--- config.mk ---
export PLATFORM = sky130hd
export DESIGN_NAME = flux_cell_time_decoder
export DESIGN_NICKNAME = d
export VERILOG_FILES = /design/src/design/fcd_pkg.sv /design/src/design/fcd_front.sv /design/src/design/fcd_queue.sv /design/src/design/fcd_back.sv /design/src/design/flux_cell_time_decoder.sv
export SDC_FILE = /design/constraint.sdc
export NUM_CORES = 1
export LEC_CHECK = 0
export BUFFER_PORTS_ARGS = -buffer_cell sky130_fd_sc_hd__buf_2
export CAP_MARGIN = 20
export CORE_MARGIN = 2
export CORE_UTILIZATION = 45
export DETAILED_ROUTE_END_ITERATION = 12
export GPL_TIMING_DRIVEN = 0
export PLACE_DENSITY = 0.66
export SKIP_CTS_REPAIR_TIMING = 1
export SYNTH_ARGS = -nofsm -noshare
export SYNTH_HDL_FRONTEND = slang
export SYNTH_HIERARCHICAL = 1
export SYNTH_SLANG_ARGS = --single-unit
--- constraint.sdc ---
create_clock -name clock -period 5.45 [get_ports clock]
set_clock_uncertainty 0.1 [all_clocks]
set_input_delay 0.8175 -clock clock [delete_from_list [all_inputs] [get_ports clock]]
set_output_delay 0.8175 -clock clock [all_outputs]
set_load 0.01 [all_outputs]
--- src/design/fcd_pkg.sv ---
// fcd_pkg: shared types and constants for the flux cell time decoder
// no dependencies; used by every module of the block
`timescale 1ns / 1ps
`default_nettype none

package fcd_pkg;

   // default width of the per-revolution transition counter
   localparam int unsigned COUNT_BITS_DEFAULT = 24;
   // default depth of the queue between front and back
   localparam int unsigned QUEUE_DEPTH_DEFAULT = 4;

   // fixed field widths
   localparam int unsigned TIME_W = 32;
   localparam int unsigned CNT_W = 24;
   localparam int unsigned CAP_W = 24;

   // a zero cell stands for a full 16-bit wrap of the cell timer
   localparam logic [TIME_W-1:0] WRAP_ADD = 32'h0001_0000;
   localparam logic [CAP_W-1:0] CAP_RESET = 24'd65536;

   // result kinds
   localparam logic KIND_TRANSITION = 1'b0;
   localparam logic KIND_SUMMARY = 1'b1;

   // status codes
   localparam logic [1:0] STATUS_OK = 2'd0;
   localparam logic [1:0] STATUS_OVERFLOW = 2'd1;
   localparam logic [1:0] STATUS_CAPACITY = 2'd2;

   // work description handed from front to back: at most two results
   typedef struct packed {
      logic [TIME_W-1:0] time_value;
      logic [CNT_W-1:0] transition_count;
      logic emit_transition;
      logic emit_summary;
      logic [1:0] status;
   } fcd_desc_type;

   // queue status seen by both sides
   typedef struct packed {
      logic not_empty;
      logic full;
   } fcd_queue_status_type;

endpackage

`default_nettype wire

--- src/design/fcd_front.sv ---
// fcd_front: accepts bytes, pairs them into cells, keeps time and count
// depends on fcd_pkg
`timescale 1ns / 1ps
`default_nettype none

module fcd_front #(
   parameter int unsigned COUNT_BITS = fcd_pkg::COUNT_BITS_DEFAULT
) (
   input wire logic clock,
   input wire logic reset,
   input wire logic req_valid,
   output logic req_stall,
   input wire logic [7:0] req_data_byte,
   input wire logic req_first_byte,
   input wire logic req_last_byte,
   input wire logic csr_valid,
   output logic csr_ready,
   input wire logic [fcd_pkg::CAP_W-1:0] csr_transition_capacity,
   input wire fcd_pkg::fcd_queue_status_type q_status,
   output logic push,
   output fcd_pkg::fcd_desc_type push_desc
);

   localparam int unsigned LIM_BITS = (COUNT_BITS < fcd_pkg::CAP_W) ? COUNT_BITS
                                                                     : fcd_pkg::CAP_W;
   localparam logic [fcd_pkg::CAP_W-1:0] CAP_LIMIT =
      fcd_pkg::CAP_W'((64'd1 << LIM_BITS) - 64'd1);

   logic [fcd_pkg::CAP_W-1:0] cap_ff;
   logic [fcd_pkg::TIME_W-1:0] time_ff, time_in;
   logic [COUNT_BITS-1:0] count_ff, count_in;
   logic [7:0] hold_ff, hold_in;
   logic phase_ff, phase_in;
   logic halted_ff, halted_in;

   logic accept;
   logic [fcd_pkg::CAP_W-1:0] cap_eff;
   logic [fcd_pkg::TIME_W-1:0] t0;
   logic [COUNT_BITS-1:0] c0;
   logic ph0, h0;
   logic [15:0] cell_word;
   logic [fcd_pkg::TIME_W-1:0] add;
   logic [fcd_pkg::TIME_W:0] sum;

   assign csr_ready = 1'b1;
   assign req_stall = q_status.full;
   assign accept = req_valid & ~req_stall;
   assign cap_eff = (cap_ff > CAP_LIMIT) ? CAP_LIMIT : cap_ff;

   always_comb begin
      // first byte clears the revolution before the byte is used
      t0 = req_first_byte ? '0 : time_ff;
      c0 = req_first_byte ? '0 : count_ff;
      ph0 = req_first_byte ? 1'b0 : phase_ff;
      h0 = req_first_byte ? 1'b0 : halted_ff;
      cell_word = {hold_ff, req_data_byte};
      add = (cell_word != 16'd0) ? {16'd0, cell_word} : fcd_pkg::WRAP_ADD;
      sum = {1'b0, t0} + {1'b0, add};

      time_in = t0;
      count_in = c0;
      hold_in = hold_ff;
      phase_in = ph0;
      halted_in = h0;
      push_desc.time_value = t0;
      push_desc.transition_count = fcd_pkg::CNT_W'(c0);
      push_desc.emit_transition = 1'b0;
      push_desc.emit_summary = 1'b0;
      push_desc.status = fcd_pkg::STATUS_OK;

      if (!h0) begin
         if (!ph0) begin
            if (!req_last_byte) begin
               hold_in = req_data_byte;
               phase_in = 1'b1;
            end else begin
               // odd trailing byte dropped, summary only
               push_desc.emit_summary = 1'b1;
            end
         end else begin
            phase_in = 1'b0;
            if (sum[fcd_pkg::TIME_W]) begin
               halted_in = 1'b1;
               push_desc.emit_summary = 1'b1;
               push_desc.status = fcd_pkg::STATUS_OVERFLOW;
            end else begin
               time_in = sum[fcd_pkg::TIME_W-1:0];
               push_desc.time_value = sum[fcd_pkg::TIME_W-1:0];
               if (cell_word != 16'd0 && 32'(c0) >= 32'(cap_eff)) begin
                  halted_in = 1'b1;
                  push_desc.emit_summary = 1'b1;
                  push_desc.status = fcd_pkg::STATUS_CAPACITY;
               end else begin
                  if (cell_word != 16'd0) begin
                     count_in = c0 + COUNT_BITS'(1);
                     push_desc.transition_count = fcd_pkg::CNT_W'(c0 + COUNT_BITS'(1));
                     push_desc.emit_transition = 1'b1;
                  end
                  if (req_last_byte) begin
                     push_desc.emit_summary = 1'b1;
                  end
               end
            end
         end
      end
   end

   assign push = accept & (push_desc.emit_transition | push_desc.emit_summary);

   always_ff @(posedge clock) begin
      if (reset) begin
         cap_ff <= fcd_pkg::CAP_RESET;
         time_ff <= '0;
         count_ff <= '0;
         hold_ff <= '0;
         phase_ff <= 1'b0;
         halted_ff <= 1'b0;
      end else begin
         if (csr_valid && csr_ready) begin
            cap_ff <= csr_transition_capacity;
         end
         if (accept) begin
            time_ff <= time_in;
            count_ff <= count_in;
            hold_ff <= hold_in;
            phase_ff <= phase_in;
            halted_ff <= halted_in;
         end
      end
   end

endmodule

`default_nettype wire

--- src/design/fcd_queue.sv ---
// fcd_queue: short first-in first-out queue of work descriptions
// depends on fcd_pkg
`timescale 1ns / 1ps
`default_nettype none

module fcd_queue #(
   parameter int unsigned DEPTH = fcd_pkg::QUEUE_DEPTH_DEFAULT
) (
   input wire logic clock,
   input wire logic reset,
   input wire logic push,
   input wire fcd_pkg::fcd_desc_type push_desc,
   input wire logic pop,
   output fcd_pkg::fcd_desc_type head_desc,
   output fcd_pkg::fcd_queue_status_type q_status
);

   localparam int unsigned PTR_W = (DEPTH > 1) ? $clog2(DEPTH) : 1;
   localparam int unsigned FILL_W = $clog2(DEPTH + 1);
   localparam logic [PTR_W-1:0] LAST_PTR = PTR_W'(DEPTH - 1);
   localparam logic [FILL_W-1:0] FULL_FILL = FILL_W'(DEPTH);

   fcd_pkg::fcd_desc_type entry_ff [DEPTH];
   logic [PTR_W-1:0] wr_ptr_ff, rd_ptr_ff;
   logic [FILL_W-1:0] fill_ff;
   logic do_push, do_pop;

   assign q_status.not_empty = (fill_ff != '0);
   assign q_status.full = (fill_ff == FULL_FILL);
   assign do_push = push & ~q_status.full;
   assign do_pop = pop & q_status.not_empty;
   assign head_desc = entry_ff[rd_ptr_ff];

   always_ff @(posedge clock) begin
      if (do_push) begin
         entry_ff[wr_ptr_ff] <= push_desc;
      end
   end

   always_ff @(posedge clock) begin
      if (reset) begin
         wr_ptr_ff <= '0;
         rd_ptr_ff <= '0;
         fill_ff <= '0;
      end else begin
         if (do_push) begin
            wr_ptr_ff <= (wr_ptr_ff == LAST_PTR) ? '0 : wr_ptr_ff + PTR_W'(1);
         end
         if (do_pop) begin
            rd_ptr_ff <= (rd_ptr_ff == LAST_PTR) ? '0 : rd_ptr_ff + PTR_W'(1);
         end
         if (do_push && !do_pop) begin
            fill_ff <= fill_ff + FILL_W'(1);
         end else if (!do_push && do_pop) begin
            fill_ff <= fill_ff - FILL_W'(1);
         end
      end
   end

endmodule

`default_nettype wire

--- src/design/fcd_back.sv ---
// fcd_back: turns queued descriptions into result words in an output register
// depends on fcd_pkg
`timescale 1ns / 1ps
`default_nettype none

module fcd_back (
   input wire logic clock,
   input wire logic reset,
   input wire fcd_pkg::fcd_desc_type head_desc,
   input wire fcd_pkg::fcd_queue_status_type q_status,
   output logic pop,
   output logic rsp_valid,
   input wire logic rsp_stall,
   output logic rsp_result_kind,
   output logic [fcd_pkg::TIME_W-1:0] rsp_time_value,
   output logic [fcd_pkg::CNT_W-1:0] rsp_transition_count,
   output logic [1:0] rsp_status,
   output logic rsp_run_end
);

   logic valid_ff, valid_in;
   logic pend_ff, pend_in;
   logic kind_ff, kind_in;
   logic [fcd_pkg::TIME_W-1:0] time_ff, time_in;
   logic [fcd_pkg::CNT_W-1:0] count_ff, count_in;
   logic [1:0] status_ff, status_in;
   logic run_end_ff, run_end_in;
   logic load;

   assign load = ~valid_ff | ~rsp_stall;
   assign pop = load & ~pend_ff & q_status.not_empty;

   always_comb begin
      valid_in = valid_ff;
      pend_in = pend_ff;
      kind_in = kind_ff;
      time_in = time_ff;
      count_in = count_ff;
      status_in = status_ff;
      run_end_in = run_end_ff;
      if (load) begin
         if (pend_ff) begin
            // summary after a transition: same time and count
            valid_in = 1'b1;
            pend_in = 1'b0;
            kind_in = fcd_pkg::KIND_SUMMARY;
            status_in = fcd_pkg::STATUS_OK;
            run_end_in = 1'b1;
         end else if (q_status.not_empty) begin
            valid_in = 1'b1;
            time_in = head_desc.time_value;
            count_in = head_desc.transition_count;
            if (head_desc.emit_transition) begin
               kind_in = fcd_pkg::KIND_TRANSITION;
               status_in = fcd_pkg::STATUS_OK;
               run_end_in = ~head_desc.emit_summary;
               pend_in = head_desc.emit_summary;
            end else begin
               kind_in = fcd_pkg::KIND_SUMMARY;
               status_in = head_desc.status;
               run_end_in = 1'b1;
               pend_in = 1'b0;
            end
         end else begin
            valid_in = 1'b0;
         end
      end
   end

   always_ff @(posedge clock) begin
      if (reset) begin
         valid_ff <= 1'b0;
         pend_ff <= 1'b0;
      end else begin
         valid_ff <= valid_in;
         pend_ff <= pend_in;
      end
   end

   always_ff @(posedge clock) begin
      kind_ff <= kind_in;
      time_ff <= time_in;
      count_ff <= count_in;
      status_ff <= status_in;
      run_end_ff <= run_end_in;
   end

   assign rsp_valid = valid_ff;
   assign rsp_result_kind = kind_ff;
   assign rsp_time_value = time_ff;
   assign rsp_transition_count = count_ff;
   assign rsp_status = status_ff;
   assign rsp_run_end = run_end_ff;

endmodule

`default_nettype wire

--- src/design/flux_cell_time_decoder.sv ---
// flux_cell_time_decoder: top level, front classifier, queue and result back end
// depends on fcd_pkg, fcd_front, fcd_queue, fcd_back
`timescale 1ns / 1ps
`default_nettype none

//  channel | direction | handshake              | word
//  req_    | in        | req_valid / req_stall  | data byte, first and last flags
//  rsp_    | out       | rsp_valid / rsp_stall  | kind, time, count, status, run end
//  csr_    | in        | csr_valid / csr_ready  | transition capacity (24 bits)
//
//  one byte accepted per cycle while the queue is not full (req_stall low)
//  each result passes through the queue and then the output register
//  a byte ending in both a transition and a summary holds the output for two result words;
//  the queue between front and back absorbs that and output stalls
//  req_stall rises only when the queue is full
//  synchronous reset clears time, count, phase, halt, queue and output valid, capacity to 65536

module flux_cell_time_decoder #(
   parameter int unsigned COUNT_BITS = fcd_pkg::COUNT_BITS_DEFAULT,
   parameter int unsigned QUEUE_DEPTH = fcd_pkg::QUEUE_DEPTH_DEFAULT
) (
   input wire logic clock,
   input wire logic reset,
   // byte input
   input wire logic req_valid,
   output logic req_stall,
   input wire logic [7:0] req_data_byte,
   input wire logic req_first_byte,
   input wire logic req_last_byte,
   // capacity register write
   input wire logic csr_valid,
   output logic csr_ready,
   input wire logic [fcd_pkg::CAP_W-1:0] csr_transition_capacity,
   // results
   output logic rsp_valid,
   input wire logic rsp_stall,
   output logic rsp_result_kind,
   output logic [fcd_pkg::TIME_W-1:0] rsp_time_value,
   output logic [fcd_pkg::CNT_W-1:0] rsp_transition_count,
   output logic [1:0] rsp_status,
   output logic rsp_run_end
);

   // front to queue
   logic push;
   fcd_pkg::fcd_desc_type push_desc;
   // queue to back
   fcd_pkg::fcd_desc_type head_desc;
   fcd_pkg::fcd_queue_status_type q_status;
   logic pop;

   // pairs bytes into cells, tracks time, count and halt, holds capacity
   fcd_front #(
      .COUNT_BITS(COUNT_BITS)
   ) u_front (
      .clock(clock),
      .reset(reset),
      .req_valid(req_valid),
      .req_stall(req_stall),
      .req_data_byte(req_data_byte),
      .req_first_byte(req_first_byte),
      .req_last_byte(req_last_byte),
      .csr_valid(csr_valid),
      .csr_ready(csr_ready),
      .csr_transition_capacity(csr_transition_capacity),
      .q_status(q_status),
      .push(push),
      .push_desc(push_desc)
   );

   // only bytes that produce results enter the queue
   fcd_queue #(
      .DEPTH(QUEUE_DEPTH)
   ) u_queue (
      .clock(clock),
      .reset(reset),
      .push(push),
      .push_desc(push_desc),
      .pop(pop),
      .head_desc(head_desc),
      .q_status(q_status)
   );

   // splits each description into one or two result words
   fcd_back u_back (
      .clock(clock),
      .reset(reset),
      .head_desc(head_desc),
      .q_status(q_status),
      .pop(pop),
      .rsp_valid(rsp_valid),
      .rsp_stall(rsp_stall),
      .rsp_result_kind(rsp_result_kind),
      .rsp_time_value(rsp_time_value),
      .rsp_transition_count(rsp_transition_count),
      .rsp_status(rsp_status),
      .rsp_run_end(rsp_run_end)
   );

endmodule

`default_nettype wire
==> flow_metrics.tcl <==
set metrics [dict create \
    dp_slack_ns -1.24 \
    gp_congestion 0.924 \
    cts_max_level 2 \
    async_flop_share_pct 0 \
    grt_max_degree 32 \
    pwr_density_cell_nw_per_um2 413 \
    postLayoutCoreUtil_pct 52.7 \
    crit_path_start_kind "input port" \
    slew_viol_final 0 \
    row_count 72 \
    cts_buffers 42 \
    critPathKind "in -> reg" \
    worst_path_largest_cell_delay_ns 0.41 \
    clkTransAtPathRegs_ns 0.06 \
    drt-initial-drc-count 851 \
    viasPerCell 5.54 \
    route.detailed.drc 0 \
    cts.sinks 401 \
    p_leak_nw 7.51 \
    drt-total-wl_mm 39.3 \
    layout.nets 1539 \
    start_util_pct 45.8 \
    fillers 3314 \
    synth_edf_count 300 \
    required_ns 5.83 \
    slew_headroom_pct 42.3 \
    firstDrtPassIters 6 \
    met2_wirelength_mm 17.9 \
    clk_latency_ns 0.57 \
    drive_gt1_share_pct 19.9 \
    end_kind "flop" \
    die_area_um2 41000 \
    vias 11100 \
    finalWorstSetupSlack_ns 0.208 \
    drtAntennaViolNets 0 \
    synth.yosys.warnings 6 \
    synth.avg_cell_area_um2 13.6 \
    core_area_um2 38700 \
    ys_ff_latch 401 \
    cts_max_path_buffers 3 \
    ctsRootBufferMaster "clkbuf_16" \
    hold_viol 0 \
    ir_drop_mv 0.252 \
    grt_pass1_vias 10800 \
    crit_path_max_fanout 10 \
    grt-ovfl-total 0 \
    wl_met3_mm 2.50 \
    hold_class "reg -> reg" \
    drv_cap 0 \
    antenna_cells 0 \
    status "finished, final reports clean" \
    die_y_um 202 \
    portBuffers 98 \
    post-route-period-util_pct 96.2 \
    cpMaxStageDelayCell "or3_2" \
    io_pins 102 \
    syn_inst 1302 \
    seq_area_um2 11000 \
    grt_usage_pct 19.4 \
    ys.flop_type "edfxtp_1" \
    hold_ws_ns 0.360 \
    critPathArrivalTime_ns 5.62 \
    multi_input_area_um2 6220 \
    synth-seq-area-share_pct 62.2 \
    yosys.cell_types.count 72 \
    cts_tree "yes" \
    layout_min_cycle_time_ns 5.24 \
    tightest_slew_ns 0.857 \
    grt_pass1_wl_mm 61.3 \
    timing.fmax_ghz 0.191 \
    fp.dieW_um 202 \
    wl_per_cell_um 19.6 \
    crit_chain "buf_2 -> buf_6 -> buf_6 -> buf_6 -> clkbuf_4 -> nor2b_1 -> ha_1 -> o211ai_1 -> a21o_1 -> a31oi_4 -> a21oi_1 -> or3_1 -> buf_2 -> nand2_1 -> a21oi_1 -> a21oi_4 -> inv_1 -> nor2_2 -> ha_1 -> inv_1 -> fa_1 -> xor2_1 -> or3_2 -> a21oi_1" \
    syn-num-nets 1391 \
    syn_area_um2 17700 \
    hpwl_mm 27.4 \
    area_delta_synth_final_pct 15.2 \
    wl_met1_mm 18.0 \
    setup_viol_count_final 0 \
    antenna_found_initial 0 \
    highest_layer "met4" \
]
## cells by family after synthesis
group,after synthesis,share of synthesized area [%]
flip-flops,401,62.2
multiplexers,106,10.2
XOR/XNOR,45,2.22
other,1,0.0212
adder cells (fa/ha/maj),50,3.61
AND/OR/NAND/NOR,398,11.8
AO/OA/AOI/OAI,180,6.87
buffers and inverters,121,2.99
## cell type report
cell class	count	share of cell area (%)
inverter	42	0.796
tap	518	3.17
clock buffer	56	5.70
timing repair buffer	105	2.96
sequential	401	54.0
clock inverter	20	0.974
buffer	78	1.92
multi-input combinational	780	30.5
## power by group
| group | internal, mW | leakage, nW | switching, mW |
|---|---|---|---|
| Clock | 1.65 | 0.657 | 1.16 |
| Combinational | 0.719 | 3.15 | 0.981 |
| Sequential | 3.81 | 3.70 | 0.120 |
## layout by cell type, fill, tap and decap left out, drive strengths merged, types with 21 or more instances in the layout
cell type,netlist,layout
and3,21,21
nand3,26,26
nand2,77,77
mux4,60,60
edfxtp,300,300
nor2,105,105
ha,48,48
mux2i,45,45
a21oi,45,45
buf,31,141
clkbuf,48,98
o21ai,39,39
nor2b,48,48
a31oi,22,22
xnor2,31,31
dfxtp,101,101
inv,41,42
## worst max-delay path, delay by kind of cell
kind | cells | cell delay (ns)
compound gates | 7 | 1.21
xor+xnor | 1 | 0.16
fa+ha+maj | 3 | 0.92
buf+inv | 8 | 1.37
simple gates | 5 | 1.14
## cell usage after synthesis (22+ instances only)
library cell	number	area, um^2
edfxtp_1	300	9010
nor2_1	102	383
dfxtp_1	101	2020
nand2_1	76	285
mux4_2	60	1350
clkbuf_1	48	180
ha_1	48	601
nor2b_1	48	300
mux2i_1	45	450
a21oi_1	44	220
inv_1	41	154
o21ai_0	35	175
xnor2_1	31	272
nand3_1	26	130
a31oi_1	22	138
## registers in the layout, indices dropped and copies added (netlist names), named ones only
register / flops
u_front/phase_ff: 1
u_front/hold_ff: 8
u_queue/fill_ff: 3
u_back/rsp_result_kind: 1
u_back/pend_ff: 1
u_front/halted_ff: 1
u_front/count_ff: 24
u_back/rsp_transition_count: 24
u_back/rsp_valid: 1
u_back/rsp_run_end: 1
u_back/rsp_time_value: 32
u_front/cap_ff: 24
u_front/time_ff: 32
u_back/rsp_status: 2
u_queue/entry_ff: 240
u_queue/wr_ptr_ff: 2
u_queue/rd_ptr_ff: 2
## metrics by stage
step / TNS (ns) / cells / area, um^2 / power [mW]
after floorplan: 0 / 1302 / 17700 / 5.11
after global placement: -345.20 / 1918 / 18900 / 5.68
after detailed placement: -174.03 / 1923 / 19000 / 5.73
after CTS: -32.32 / 1999 / 20400 / 8.55
after global routing: -0.0384 / 2000 / 20400 / 8.84
final: 0 / 2000 / 20400 / 8.44
## worst paths after layout
check	slack (ns)	depth (start not counted)	end	from
worst min-delay path	0.36	1	u_front/time_ff[14]$_SDFFE_PP0P_	u_front/time_ff[14]$_SDFFE_PP0P_
worst min register to register	0.36	1	u_front/time_ff[14]$_SDFFE_PP0P_	u_front/time_ff[14]$_SDFFE_PP0P_
worst max register to register	0.61	19	u_queue/fill_ff[2]$_SDFFE_PP0P_	u_front/count_ff[5]$_SDFFE_PP0P_
worst max-delay path	0.21	24	u_queue/fill_ff[2]$_SDFFE_PP0P_	req_first_byte
## metal layers
layer / vias to the layer above / GRT usage [%]
met5: - / 0
met2: 323 / 30.1
met4: 0 / 5.50
met1: 5513 / 28.0
li1: 5190 / -
met3: 60 / 3.53
No activity file was read; power rests on OpenSTA's default activity.
